## config.mk

```make
export PLATFORM = sky130hd
export DESIGN_NAME = skyrp_core
export DESIGN_NICKNAME = d
export VERILOG_FILES = /design/src/rtl/skyrp_pkg.sv /design/src/rtl/skyrp_core.sv
export SDC_FILE = /design/constraint.sdc
export NUM_CORES = 1
export LEC_CHECK = 0
export ABC_AREA = 1
export BUFFER_PORTS_ARGS = -buffer_cell sky130_fd_sc_hd__buf_2
export CAP_MARGIN = 0
export CORE_MARGIN = 2
export CORE_UTILIZATION = 63
export CTS_CLUSTER_SIZE = 12
export DETAILED_ROUTE_END_ITERATION = 10
export HOLD_SLACK_MARGIN = 0.1
export PLACE_DENSITY = 0.82
export SYNTH_ARGS = -nofsm -noshare
export SYNTH_HDL_FRONTEND = slang
export SYNTH_SLANG_ARGS = --single-unit
```

## constraint.sdc

```tcl
create_clock -name clk -period 6.68 [get_ports clk]
set_clock_uncertainty 0.1 [all_clocks]
set_input_delay 0.334 -clock clk [delete_from_list [all_inputs] [get_ports clk]]
set_output_delay 0.334 -clock clk [all_outputs]
set_load 0.01 [all_outputs]
```

## src/rtl/skyrp_pkg.sv

```systemverilog
// shared types and constants for the skyline rectangle packer
package skyrp_pkg;

  typedef struct packed {
    logic [14:0] tile_width;
    logic [14:0] tile_height;
    logic        new_pack;
  } in_t;

  typedef struct packed {
    logic [1:0]  status;
    logic [13:0] pos_x;
    logic [13:0] pos_y;
  } out_t;

  typedef struct packed {
    logic [14:0] x;
    logic [15:0] y;
    logic [14:0] w;
  } seg_t;

  localparam logic [1:0] ST_PLACED = 2'd0;
  localparam logic [1:0] ST_WIDE   = 2'd1;
  localparam logic [1:0] ST_NOROOM = 2'd2;
  localparam logic [1:0] ST_FULL   = 2'd3;

  localparam logic [1:0] CFG_ATLAS_WIDTH  = 2'd0;
  localparam logic [1:0] CFG_ATLAS_HEIGHT = 2'd1;
  localparam logic [1:0] CFG_GUTTER       = 2'd2;

  localparam logic [14:0] RESET_ATLAS_WIDTH  = 15'd1024;
  localparam logic [14:0] RESET_ATLAS_HEIGHT = 15'd1024;
  localparam logic [7:0]  RESET_GUTTER       = 8'd0;

endpackage

```

## src/rtl/skyrp_core.sv

```systemverilog
// placement sequencer: skyline flatten, bottom-left search and rebuild
module skyrp_core import skyrp_pkg::*; #(
  parameter int MAX_SEGMENTS = 64,
  parameter int IW = 6,
  parameter int AW = 7
) (
  input  logic          clk,
  input  logic          rst,
  input  logic          start,
  input  in_t           item,
  input  logic [14:0]   atlas_width,
  input  logic [14:0]   atlas_height,
  input  logic [7:0]    gutter,
  output logic          busy,
  output logic          res_valid,
  output out_t          res,
  input  logic          res_take,
  output logic          mem_we,
  output logic [AW-1:0] mem_waddr,
  output seg_t          mem_wdata,
  output logic [AW-1:0] mem_raddr,
  input  seg_t          mem_rdata
);

  localparam int CW = $clog2(MAX_SEGMENTS + 1);
  localparam logic [CW-1:0] MAXC = CW'(MAX_SEGMENTS);

  localparam logic [3:0] S_IDLE  = 4'd0;
  localparam logic [3:0] S_FLAT  = 4'd1;
  localparam logic [3:0] S_CHK   = 4'd2;
  localparam logic [3:0] S_SRD   = 4'd3;
  localparam logic [3:0] S_SUSE  = 4'd4;
  localparam logic [3:0] S_RRD   = 4'd5;
  localparam logic [3:0] S_RUSE  = 4'd6;
  localparam logic [3:0] S_EMIT  = 4'd7;
  localparam logic [3:0] S_FINAL = 4'd8;
  localparam logic [3:0] S_DONE  = 4'd9;

  logic [3:0]         state;
  logic               bank;
  logic [CW-1:0]      count;
  logic               flat_init;
  logic [14:0]        w;
  logic [14:0]        h;
  logic               np;
  logic [CW-1:0]      i;
  logic [CW-1:0]      j;
  logic [15:0]        ycur;
  logic signed [16:0] rem;
  logic [14:0]        sx;
  logic               found;
  logic [14:0]        best_x;
  logic [15:0]        best_y;
  logic [1:0]         status;
  logic [14:0]        cx0;
  logic [15:0]        cx1;
  logic [14:0]        rsv;
  logic [15:0]        hgt;
  logic               placed;
  logic [CW-1:0]      ncount;
  logic               nfull;
  seg_t               pend;
  logic [CW-1:0]      k;
  seg_t               slot [3];
  logic [1:0]         ecnt;
  logic [1:0]         eidx;

  // search datapath
  logic [15:0]        xend;
  logic               skip;
  logic [15:0]        ynew;
  logic signed [16:0] remnew;
  logic [14:0]        xs;
  logic [16:0]        ytop;
  logic               better;
  logic [CW-1:0]      jn;
  logic [CW-1:0]      in1;
  logic [CW-1:0]      kn;
  logic [15:0]        wg;
  logic [14:0]        room;
  logic [14:0]        rsv_c;

  // rebuild datapath
  logic [15:0]        seg_b;
  seg_t               slot_n [3];
  logic [1:0]         ecnt_n;
  logic               placed_n;
  seg_t               e;
  logic               merge;
  logic [CW-1:0]      ncm1;
  logic               emit_last;

  assign xend   = {1'b0, mem_rdata.x} + {1'b0, w};
  assign skip   = (j == i) && (xend > {1'b0, atlas_width});
  assign ynew   = (rem > 17'sd0 && mem_rdata.y > ycur) ? mem_rdata.y : ycur;
  assign remnew = (rem > 17'sd0) ? rem - $signed({2'b00, mem_rdata.w}) : rem;
  assign xs     = (j == i) ? mem_rdata.x : sx;
  assign ytop   = {1'b0, ynew} + {2'b00, h};
  assign better = (ytop <= {2'b00, atlas_height}) &&
                  (!found || ynew < best_y || (ynew == best_y && xs < best_x));
  assign jn     = j + 1'b1;
  assign in1    = i + 1'b1;
  assign kn     = k + 1'b1;
  assign wg     = {1'b0, w} + {8'd0, gutter};
  assign room   = atlas_width - best_x;
  assign rsv_c  = (wg > {1'b0, room}) ? room : wg[14:0];

  assign seg_b = {1'b0, mem_rdata.x} + {1'b0, mem_rdata.w};

  always_comb begin
    slot_n[0] = '0;
    slot_n[1] = '0;
    slot_n[2] = '0;
    ecnt_n    = 2'd0;
    placed_n  = placed;
    if (seg_b <= {1'b0, cx0}) begin
      slot_n[0] = mem_rdata;
      ecnt_n    = 2'd1;
    end else if ({1'b0, mem_rdata.x} >= cx1) begin
      if (!placed) begin
        slot_n[0] = '{x: cx0, y: hgt, w: rsv};
        slot_n[1] = mem_rdata;
        ecnt_n    = 2'd2;
        placed_n  = 1'b1;
      end else begin
        slot_n[0] = mem_rdata;
        ecnt_n    = 2'd1;
      end
    end else begin
      if (mem_rdata.x < cx0) begin
        slot_n[ecnt_n] = '{x: mem_rdata.x, y: mem_rdata.y, w: cx0 - mem_rdata.x};
        ecnt_n         = ecnt_n + 2'd1;
      end
      if (!placed) begin
        slot_n[ecnt_n] = '{x: cx0, y: hgt, w: rsv};
        ecnt_n         = ecnt_n + 2'd1;
        placed_n       = 1'b1;
      end
      if (seg_b > cx1) begin
        slot_n[ecnt_n] = '{x: cx1[14:0], y: mem_rdata.y, w: 15'(seg_b - cx1)};
        ecnt_n         = ecnt_n + 2'd1;
      end
    end
  end

  assign e     = slot[eidx];
  assign merge = (ncount != '0) && (pend.y == e.y) &&
                 (({1'b0, pend.x} + {1'b0, pend.w}) == {1'b0, e.x});
  assign ncm1  = ncount - 1'b1;
  assign emit_last = (eidx + 2'd1 >= ecnt);

  always_comb begin
    mem_we    = 1'b0;
    mem_waddr = {bank, ncm1[IW-1:0]};
    mem_wdata = pend;
    mem_raddr = {bank, j[IW-1:0]};
    unique case (state)
      S_FLAT: begin
        mem_we    = 1'b1;
        mem_waddr = {bank, {IW{1'b0}}};
        mem_wdata = '{x: 15'd0, y: 16'd0, w: np ? atlas_width : RESET_ATLAS_WIDTH};
      end
      S_RRD: begin
        mem_raddr = {bank, k[IW-1:0]};
      end
      S_EMIT: begin
        mem_we    = !merge && (ncount < MAXC) && (ncount != '0);
        mem_waddr = {~bank, ncm1[IW-1:0]};
      end
      S_FINAL: begin
        mem_we    = placed && !nfull;
        mem_waddr = {~bank, ncm1[IW-1:0]};
      end
      default: begin
      end
    endcase
  end

  assign busy      = (state != S_IDLE);
  assign res_valid = (state == S_DONE);
  assign res       = '{status: status,
                       pos_x: (status == ST_PLACED) ? best_x[13:0] : 14'd0,
                       pos_y: (status == ST_PLACED) ? best_y[13:0] : 14'd0};

  always_ff @(posedge clk) begin
    if (rst) begin
      state     <= S_IDLE;
      bank      <= 1'b0;
      count     <= CW'(1);
      flat_init <= 1'b1;
    end else begin
      unique case (state)
        S_IDLE: begin
          if (start) begin
            w     <= item.tile_width;
            h     <= item.tile_height;
            np    <= item.new_pack;
            state <= (item.new_pack || flat_init) ? S_FLAT : S_CHK;
          end
        end
        S_FLAT: begin
          count     <= CW'(1);
          flat_init <= 1'b0;
          state     <= S_CHK;
        end
        S_CHK: begin
          i     <= '0;
          j     <= '0;
          ycur  <= '0;
          rem   <= $signed({2'b00, w});
          found <= 1'b0;
          if (w > atlas_width) begin
            status <= ST_WIDE;
            state  <= S_DONE;
          end else begin
            state <= S_SRD;
          end
        end
        S_SRD: begin
          state <= S_SUSE;
        end
        S_SUSE: begin
          if (j == i) begin
            sx <= mem_rdata.x;
          end
          ycur <= ynew;
          rem  <= remnew;
          if (!skip && remnew <= 17'sd0 && better) begin
            found  <= 1'b1;
            best_x <= xs;
            best_y <= ynew;
          end
          if (!skip && remnew > 17'sd0 && jn < count) begin
            j     <= jn;
            state <= S_SRD;
          end else if (in1 < count) begin
            i     <= in1;
            j     <= in1;
            ycur  <= '0;
            rem   <= $signed({2'b00, w});
            state <= S_SRD;
          end else begin
            state <= S_FINAL;
            // reuse final state entry by setting up rebuild below
            if (!found && !(!skip && remnew <= 17'sd0 && better)) begin
              status <= ST_NOROOM;
              state  <= S_DONE;
            end else begin
              state <= S_RRD;
            end
            k      <= '0;
            ncount <= '0;
            nfull  <= 1'b0;
            placed <= 1'b0;
          end
        end
        S_RRD: begin
          // geometry of the raised span, held for the whole rebuild
          if (k == '0) begin
            cx0 <= best_x;
            cx1 <= {1'b0, best_x} + {1'b0, rsv_c};
            rsv <= rsv_c;
            hgt <= best_y + {1'b0, h} + {8'd0, gutter};
            if (rsv_c == '0) begin
              status <= ST_PLACED;
              state  <= S_DONE;
            end else begin
              state <= S_RUSE;
            end
          end else begin
            state <= S_RUSE;
          end
        end
        S_RUSE: begin
          slot[0] <= slot_n[0];
          slot[1] <= slot_n[1];
          slot[2] <= slot_n[2];
          ecnt    <= ecnt_n;
          eidx    <= 2'd0;
          placed  <= placed_n;
          if (ecnt_n != 2'd0) begin
            state <= S_EMIT;
          end else if (kn < count) begin
            k     <= kn;
            state <= S_RRD;
          end else begin
            state <= S_FINAL;
          end
        end
        S_EMIT: begin
          if (merge) begin
            pend.w <= pend.w + e.w;
          end else if (ncount >= MAXC) begin
            nfull <= 1'b1;
          end else begin
            pend   <= e;
            ncount <= ncount + 1'b1;
          end
          eidx <= eidx + 2'd1;
          if (emit_last) begin
            if (kn < count) begin
              k     <= kn;
              state <= S_RRD;
            end else begin
              state <= S_FINAL;
            end
          end
        end
        S_FINAL: begin
          if (!placed) begin
            slot[0] <= '{x: cx0, y: hgt, w: rsv};
            ecnt    <= 2'd1;
            eidx    <= 2'd0;
            placed  <= 1'b1;
            state   <= S_EMIT;
          end else if (nfull) begin
            status <= ST_FULL;
            state  <= S_DONE;
          end else begin
            bank   <= ~bank;
            count  <= ncount;
            status <= ST_PLACED;
            state  <= S_DONE;
          end
        end
        S_DONE: begin
          if (res_take) begin
            state <= S_IDLE;
          end
        end
        default: begin
          state <= S_IDLE;
        end
      endcase
    end
  end

endmodule

```

; ---- Word level (Yosys, flattened, before mapping)
; Memories as Yosys holds them, arrays and structs flattened. A register that Yosys moved wholly into a read port is not among the register bits.
; Cells that the tools add are included.
[totals]
regBits = 268
ram_bits = 138
word_cells = 287
mem_count = 1
[mem_list]
columns = memory, words, width, read_ports, rd_ports_with_merged_regs, wr, line_no
row1 = slot, 3, 46, 1, 1, 3, skyrp_core.sv:64  ; seg_t slot [3];
[classes]
n_addsub = 21
magnitude_cmp = 24
eq_ne = 34
mux = 110
bitwise_logic = 8
n_reduce_logical = 60
[ops]
columns = operator, count
row1 = $mux W138, 4
row2 = $mux W46, 11
row3 = $bwmux W138, 2
row4 = $demux W46 S2, 2
row5 = $mux W92, 2
row6 = $mux W7, 12
row7 = $mux W15, 5
row8 = $pmux W7 S2, 5
row9 = $add A15 B15 Y16, 4
row10 = $mux W17, 3
row11 = $mux W16, 3
row12 = $mux W4, 12
row13 = $sub A15 B15 Y15, 3
row14 = $mux W2, 21
row15 = $pmux W4 S10, 1
row16 = $ne A2 B2 Y1 const B, 19
row17 = $gt A17 B1 Y1 const B, 2
row18 = $pmux W17 S2, 1
row19 = $reduce_and A3 Y1, 11
row20 = $eq A16 B16 Y1, 2
row21 = $gt A16 B15 Y1, 2
row22 = $gt A16 B16 Y1, 2
row23 = $pmux W16 S2, 1
row24 = $lt A15 B15 Y1, 2
row25 = other kinds (58), 125

; ---- Depth between registers and ports, before layout
; Gate-level depths: netlist (run 1).
[depth]
depth_word = 18
ltp_mapped = 44
ltp_nobuf = 43

; ---- Worst setup path before layout (run 1)
; Ideal clock, no wire load.
[synth_timing]
kind = register -> register
start = reg k[0]
end = reg cx0[0] (enable)
setup_time_ns = 0.558
arrival_time_ns = 5.323
required_ns = 6.022
path_slack_ns = 0.699
path_stages_with_launch = 7
n_path_buf = 0
synth_period_minus_slack_ns = 5.981
path_cell_list = edfxtp_1 -> inv_1 -> ha_1 -> nand3_1 -> nor4_1 -> inv_1 -> nor3_1
[synth_between]
elab_chain_cells = 2
[synth_lines]
columns = element, line_no
row1 = "start, declared", skyrp_core.sv:63  ; logic [CW-1:0] k;
row2 = "start signal, assigned", skyrp_core.sv:284  ; k <= kn;
row3 = "start signal, assigned", skyrp_core.sv:302  ; k <= kn;
row4 = $logic_not A7 Y1, skyrp_core.sv:259  ; if (k == '0) begin
row5 = $reduce_and A3 Y1 (no source line), n/a
row6 = "end signal, assigned", skyrp_core.sv:260  ; cx0 <= best_x;
row7 = "end, declared", skyrp_core.sv:55  ; logic [14:0] cx0;
; Every way passes these cells.
; A chain may end at the register's enable or synchronous reset.

; ---- Worst setup path after layout (run 1)
[layout_timing]
start = in mem_rdata[18] in the netlist's numbering
end = reg best_x[13] (enable)
[layout_between]
elab_chain_cells = 9
word_cells_on_any_way = 13
[layout_lines]
columns = element, line_no
row1 = "start, declared", skyrp_core.sv:22  ; input seg_t mem_rdata
row2 = $gt A16 B16 Y1 (*), skyrp_core.sv:95  ; assign ynew = (rem > 17'sd0 && mem_rdata.y > ycur) ? mem_rdata.y : ycur;
row3 = $logic_and A1 B1 Y1 (*), skyrp_core.sv:95
row4 = $mux W16 (*), skyrp_core.sv:95
row5 = named net ynew[4], skyrp_core.sv:71  ; logic [15:0] ynew;
row6 = "parallel branches: the longest is 3 deep, another holds $add A16 B15 Y17", n/a
row7 = $logic_and A1 B1 Y1 (*), skyrp_core.sv:99  ; assign better = (ytop <= {2'b00, atlas_height}) &&
row8 = $logic_and A1 B1 Y1 (*), skyrp_core.sv:228  ; if (!skip && remnew <= 17'sd0 && better) begin
row9 = $reduce_and A3 Y1 (no source line) (*), n/a
row10 = "end signal, assigned", skyrp_core.sv:230  ; best_x <= xs;
row11 = "end, declared", skyrp_core.sv:52  ; logic [14:0] best_x;
; Mark *: on every way through the listed nets, which the timed path passes.

==> results of run 1 <==
## cell usage in the layout, fill, tap and decap left out, types with 10 or more instances in the layout
| cell type | Yosys | layout |
|---|---|---|
| buf_2 | 38 | 211 |
| nor3_1 | 70 | 67 |
| nand4_1 | 76 | 76 |
| inv_1 | 557 | 556 |
| a221oi_1 | 20 | 20 |
| o31ai_1 | 22 | 22 |
| o21bai_1 | 13 | 13 |
| inv_2 | 9 | 10 |
| xor2_1 | 131 | 131 |
| a21o_1 | 10 | 10 |
| dfxtp_1 | 15 | 15 |
| clkbuf_16 | 0 | 45 |
| edfxtp_1 | 393 | 393 |
| xnor2_1 | 56 | 56 |
| nand2_1 | 712 | 711 |
| nand2_2 | 10 | 11 |
| clkinv_1 | 4 | 13 |
| o21a_1 | 10 | 10 |
| ha_1 | 344 | 344 |
| o211ai_1 | 17 | 17 |
| nand3_1 | 147 | 146 |
| a211oi_1 | 14 | 14 |
| o21ai_0 | 206 | 204 |
| nor2_1 | 409 | 404 |
| buf_4 | 9 | 51 |
| a31oi_1 | 37 | 37 |
| fa_1 | 20 | 20 |
| a21oi_1 | 438 | 436 |
| dlygate4sd3_1 | 0 | 51 |
| o21ai_1 | 32 | 34 |
| a21oi_2 | 9 | 10 |
## cell families after synthesis
logic type | Yosys count
adders and majority gates | 364
xor gates and xnor gates | 189
buffers and inverters | 700
DFF | 408
and+or+nand+nor | 1467
AOI/OAI and AO/OA | 867
## metrics by stage
stage	total power, W	cell area, sq um	setup slack, ns	std cells
floorplan	0.00523	32300	0.699	3995
global placement	0.00607	34100	0.458	4808
detailed placement	0.00612	34100	0.358	4808
CTS	0.00869	36100	0.536	4936
global route	0.00921	36100	0.0319	4936
finish	0.00878	36100	0.548	4938
## sequential cells by signal (all words and copies together), names as in the netlist, 15 cells and up, named ones only
| register | cells |
|---|---|
| slot | 138 |
| pend | 46 |
| rem | 17 |
| best_y | 16 |
| cx1 | 16 |
| hgt | 16 |
| ycur | 16 |
| best_x | 15 |
| cx0 | 15 |
| h | 15 |
| rsv | 15 |
| sx | 15 |
| w | 15 |
## worst min path at each step
stage                        startpoint           to
after floorplan                 item[1]         h[0]
after global placement         count[4]     count[4]
after detailed placement       count[4]     count[4]
after CTS                 mem_rdata[13]  slot[1][13]
after global routing      mem_rdata[11]  slot[1][11]
final                     mem_rdata[13]  slot[1][13]
## per-layer routing
layer  global-route usage  up-vias  wire length [microns]
li1                     -    14091                      -
met1                0.504    13777                  39600
met2                0.580     1802                  43700
met3                0.105      287                  13200
met4                0.163        6                   4820
met5                    0        -                     34
## what timing repair did
action	in CTS	in global routing
setup endpoints to repair	0	36
endpoints found under the hold margin	83	0
hold buffers	51	0
gates resized for setup	0	4
## worst register-to-register path, delay by kind of cell (launching register included)
| family | cells | cell delay, ns |
|---|---|---|
| AO/OA/AOI/OAI | 6 | 1.12 |
| XOR/XNOR | 1 | 0.08 |
| adder cells (fa/ha/maj) | 5 | 1.55 |
| buffers and inverters | 4 | 0.33 |
| flip-flops | 1 | 0.33 |
| AND/OR/NAND/NOR | 26 | 2.35 |
## synth_stat cells, drive strengths merged, types with 24 or more instances
| cell | instances |
|---|---|
| clkbuf | 69 |
| a21oi | 448 |
| a221oi | 24 |
| o21ai | 240 |
| buf | 61 |
| ha | 344 |
| nor2 | 413 |
| nand2 | 725 |
| inv | 566 |
| xnor2 | 56 |
| nand3 | 150 |
| edfxtp | 393 |
| xor2 | 131 |
| a31oi | 37 |
| nor3 | 70 |
| nand4 | 77 |
## power by group
part           switching (W)  internal, W  total, W
combinational        0.00206      0.00109   0.00314
sequential         0.0000900      0.00299   0.00308
clock                0.00105      0.00151   0.00256
## layout make-up
class | instances | area, sq um | area share
timing repair buffer | 314 | 1970 | 0.0546
antenna | 2 | 5.00 | 0.000139
sequential | 408 | 12100 | 0.335
clock buffer | 54 | 1160 | 0.0321
tap | 680 | 851 | 0.0236
multi-input combinational | 2887 | 17500 | 0.486
inverter | 570 | 2140 | 0.0593
clock inverter | 23 | 333 | 0.00922
==> results_dict.tcl, run 1 <==
set metrics [dict create \
    ys_ff_latch 408 \
    r2r_slack_ns 0.56 \
    cts.sinks 408 \
    cpMostUsedCell "nand2_1" \
    final_layout_size_suffix_gt1_frac 0.0928 \
    crit_path_start_kind "input pin" \
    startpoint "mem_rdata[18]" \
    path_max_fanout 31 \
    crit_slowest_cell "dlygate4sd3_1" \
    cp.arrival_ns 6.29 \
    maxSlewViolCount 0 \
    rsz0062_at_grt "no" \
    syn_to_final_growth_pct 11.6 \
    power.density_nw_per_um2 243 \
    dp_hpwl_microns 77700 \
    ir_drop_mv 0.230 \
    setup_viol 0 \
    antenna_found_initial 4 \
    p_leak_nw 16.6 \
    async_flop_share 0 \
    grt_pass1_wl_microns 156000 \
    whs_path_depth 3 \
    syn-num-nets 4478 \
    hold_class "in2reg" \
    reg2reg_depth 42 \
    rr_endpoint "cx1[14]" \
    ioPinCount 212 \
    ant_nets 0 \
    globalRouteTotalUtil 0.378 \
    dieWidth_microns 231 \
    worst_pin_slew_ns 1.08 \
    critPathCapture "best_x[13]" \
    yosysUniqueCellTypes 64 \
    fin_crit_ns 6.13 \
    cts_buffers 45 \
    synth_top_area_frac 0.365 \
    status "finished, final reports clean" \
    synth-simple-area-share 0.192 \
    final_nets 4709 \
    synth-compound-area-share 0.151 \
    avgSynthCellArea_sq_um 8.09 \
    core_area_sq_um 51000 \
    maxSlewHeadroom 0.276 \
    synth_xor_area_frac 0.0521 \
    cts_buffer_depth 3 \
    vias 29963 \
    wl_per_cell_microns 20.5 \
    cts_setup_buffers 0 \
    endpoint_kind "flip-flop" \
    worst-path-buf-inv 11 \
    grt-ovfl-total 0 \
    vias_per_cell 6.07 \
    drcViolationCount 0 \
    required_ns 6.83 \
    synth_edf_count 393 \
    synth.area.mux_share 0 \
    h-tree-depth 2 \
    cpPeakStageDelay_ns 0.57 \
    cp.depth 41 \
    path_delay_family "buffers and inverters" \
    n_fill_cell 4107 \
    routed_wl_microns 101000 \
    dr.pass1.iters 6 \
    grt_max_degree 68 \
    syn_inst 3995 \
    drt-initial-drc-count 3492 \
    synth-seq-area-share 0.374 \
    first_global_vias 27895 \
    gp_congestion 1.05 \
    synth_top_family_by_area "simple AND/OR/NAND/NOR gates" \
    path_class "in2reg" \
    rows 83 \
    synthAdderAreaFrac 0.146 \
    clk_latency_ns 0.61 \
    synth_area_sq_um 32300 \
    cts.clk_slew.worst_paths_ns 0.06 \
    fp.dieArea_sq_um 53100 \
    synth_top_area_cell "edfxtp_1" \
    fin_crit_sh 0.918 \
    clock-root-buffer "clkbuf_16" \
    drv_cap 0 \
    synth_ff_type "edfxtp_1" \
    setup_tns_ns 0 \
    fin_hold_ws_ns 0.158 \
    start_util 0.634 \
    hold_viol 0 \
    yosysWarningCount 0 \
    r2r-start "best_x[0]" \
    cts_tree "yes" \
    fin_util 0.708 \
    yosys-top-cells-area "edfxtp_1 (37%), ha_1 (13%), nand2_1 (8.3%)" \
    port_buffers 211 \
    max_clock_freq_mhz 163 \
    die_y_microns 231 \
]
No activity file was read; power rests on OpenSTA's default activity.
==> inputs of run 2 (changes only) <==
--- a/config.mk
+++ b/config.mk
@@ -5,7 +5,6 @@
 export SDC_FILE = /design/constraint.sdc
 export NUM_CORES = 1
 export LEC_CHECK = 0
-export ABC_AREA = 1
 export BUFFER_PORTS_ARGS = -buffer_cell sky130_fd_sc_hd__buf_2
 export CAP_MARGIN = 0
 export CORE_MARGIN = 2
@@ -13,7 +12,7 @@
 export CTS_CLUSTER_SIZE = 12
 export DETAILED_ROUTE_END_ITERATION = 10
 export HOLD_SLACK_MARGIN = 0.1
-export PLACE_DENSITY = 0.82
+export PLACE_DENSITY = 0.83
 export SYNTH_ARGS = -nofsm -noshare
 export SYNTH_HDL_FRONTEND = slang
 export SYNTH_SLANG_ARGS = --single-unit
==> results_dict.tcl, run 2 <==
set metrics [dict create \
    fin_util 0.732 \
    yosysUniqueCellTypes 79 \
    gp_congestion 1.04 \
    drcViolationCount 0 \
    reg2reg_depth 30 \
    drv_cap 0 \
    finalInstanceArea_sq_um 35900 \
    port_buffers 211 \
    grt_pass1_wl_microns 154000 \
    path_class "in2reg" \
    topRoutingLayerUsed "met4" \
    dr_wl_met3_microns 13400 \
    core_area_sq_um 49000 \
    whs_path_depth 3 \
    cp.arrival_ns 6.87 \
    synth-seq-area-share 0.387 \
    place_area_sq_um 33500 \
    synth_edf_count 393 \
    dieWidth_microns 227 \
    required_ns 6.87 \
    synth_common_cells "edfxtp_1 (393), ha_1 (344), nand2_1 (299)" \
    h-tree-depth 2 \
    maxSlewViolCount 0 \
    min_from "mem_rdata[5]" \
    synth_top_area_frac 0.378 \
    async_flop_share 0 \
    wl_per_cell_microns 24.6 \
    hold_viol 0 \
    hold_end "slot[0][5]" \
    layout_common_cells "edfxtp_1 (393), ha_1 (336), nand2_1 (298)" \
    avgSynthCellArea_sq_um 9.53 \
    cpPeakStageDelay_ns 0.66 \
    syn_to_final_growth_pct 14.7 \
    start_util 0.639 \
    cts_tree "yes" \
    cts_buffers 46 \
    vias 28598 \
    setup_viol 0 \
    dp_hpwl_microns 80300 \
    cts.clk_slew.worst_paths_ns 0.06 \
    max_clock_freq_mhz 150 \
    clock-root-buffer "clkbuf_16" \
    regMostFlops "slot" \
    antenna_found_initial 3 \
    die_y_microns 227 \
    reg_top3 "slot: 138 flops, pend: 46 flops, rem: 17 flops" \
    clk_latency_ns 0.60 \
    finalPower_w 0.00776 \
    seq_area_sq_um 12100 \
    placed_cells 4137 \
    synth_ff_type "edfxtp_1" \
    syn-num-nets 3765 \
    path_max_fanout 8 \
    routed_wl_microns 105000 \
    fin_crit_sh 0.999 \
    final_common_cell "edfxtp_1" \
    dr_wl_met2_microns 45400 \
    fin_crit_ns 6.67 \
    power.density_nw_per_um2 216 \
    vias_per_cell 6.68 \
    worst_pin_slew_ns 1.14 \
    drt-initial-drc-count 4059 \
    grt_max_degree 63 \
    crit_path_start_kind "input pin" \
    p_leak_nw 15.0 \
    rows 81 \
    synth_top_area_cell "edfxtp_1" \
    rr_endpoint "best_x[13]" \
    hold_class "in2reg" \
    n_fill_cell 3423 \
    stdcell_count 4281 \
    syn_inst 3282 \
    fp.dieArea_sq_um 51400 \
    r2r-start "ycur[13]" \
    yosys-top-cells-area "edfxtp_1 (38%), ha_1 (14%), o21ai_0 (4.4%)" \
    endpoint_kind "flip-flop" \
    first_global_vias 26911 \
    final_layout_size_suffix_gt1_frac 0.134 \
    maxSlewHeadroom 0.236 \
    setup_tns_ns 0 \
    cts_buffer_depth 3 \
    yosysWarningCount 0 \
    largest_reg_flops 138 \
    globalRouteTotalUtil 0.397 \
    multiInputGateArea_sq_um 18100 \
    synthMostInstantiatedCell "edfxtp_1" \
    synth_area_sq_um 31300 \
    grt-ovfl-total 0 \
    cts.sinks 408 \
    dr.pass1.iters 6 \
    final_nets 4065 \
    r2r_slack_ns 0.03 \
    ioPinCount 212 \
    ant_nets 0 \
    ir_drop_mv 0.199 \
    crit_slowest_cell "dlygate4sd3_1" \
    wl_met1_microns 40700 \
    ys_ff_latch 408 \
    status "finished, final reports clean" \
]
-- run 2: worst max path at each step --
stage,from,endpoint,slack (ns),cells past startpoint
global route,mem_rdata[26],best_x[13],-0.1,29
CTS,rem[2],best_y[5],0.02,28
finish,mem_rdata[24],best_x[13],0.006,30
detailed placement,atlas_width[0],cx1[14],-0.44,30
global placement,atlas_width[0],cx1[14],-0.04,30
floorplan,w[4],cx1[14],0.05,26
-- run 2: cell type report --
cell class	count	share of cell area
Multi-Input combinational cell	2520	0.505
Clock inverter	23	0.00684
Inverter	241	0.0252
Antenna cell	3	0.000209
Tap cell	664	0.0232
Timing Repair Buffer	365	0.0684
Sequential cell	408	0.338
Clock buffer	57	0.0333
-- run 2: logic make-up (layout without fill, tap and decap cells) --
family / Yosys count / count (layout) / share of synthesized area
fa+ha+maj: 364 / 364 / 0.150
other cells: 0 / 3 / 0
flops: 408 / 408 / 0.387
xor+xnor: 202 / 202 / 0.0566
buf+inv: 355 / 686 / 0.0441
compound gates: 859 / 860 / 0.174
mux: 95 / 95 / 0.0314
simple gates: 999 / 999 / 0.156
-- run 2: per-layer routing --
metal | global-route usage | vias to the layer above
li1 | - | 12658
met1 | 0.536 | 13493
met5 | 0 | -
met3 | 0.0853 | 375
met2 | 0.601 | 2072
met4 | 0.205 | 0
-- run 2: critical path: cells and delay by family --
family | cells | cell delay (ns)
buffers and inverters | 5 | 1.26
AO/OA/AOI/OAI | 13 | 2.79
multiplexers | 1 | 0.36
adder cells (fa/ha/maj) | 4 | 1.21
AND/OR/NAND/NOR | 7 | 0.89
-- run 2: report_power, final --
part / leakage, nW / internal, W / switching, W / total (W)
logic: 10.6 / 0.000910 / 0.00140 / 0.00231
clock network: 0.702 / 0.00143 / 0.00107 / 0.00250
registers: 3.72 / 0.00289 / 0.0000549 / 0.00295
-- run 2: through the flow --
step / worst slack, ns / hold WS, ns
2_1_floorplan: 0.0548 / 0.332
3_3_place_gp: -0.0448 / 0.346
3_5_place_dp: -0.436 / 0.348
4_1_cts: 0.0155 / 0.107
5_1_grt: -0.0962 / 0.148
6_report: 0.00554 / 0.137
-- run 2: repair_timing --
action,in CTS,in global routing
pin swaps,2,19
cloned,1,3
hold buffers,48,0
resized for setup,17,57
buffers inserted,3,12
endpoints found under the hold margin,79,0
setup endpoints to repair,38,60
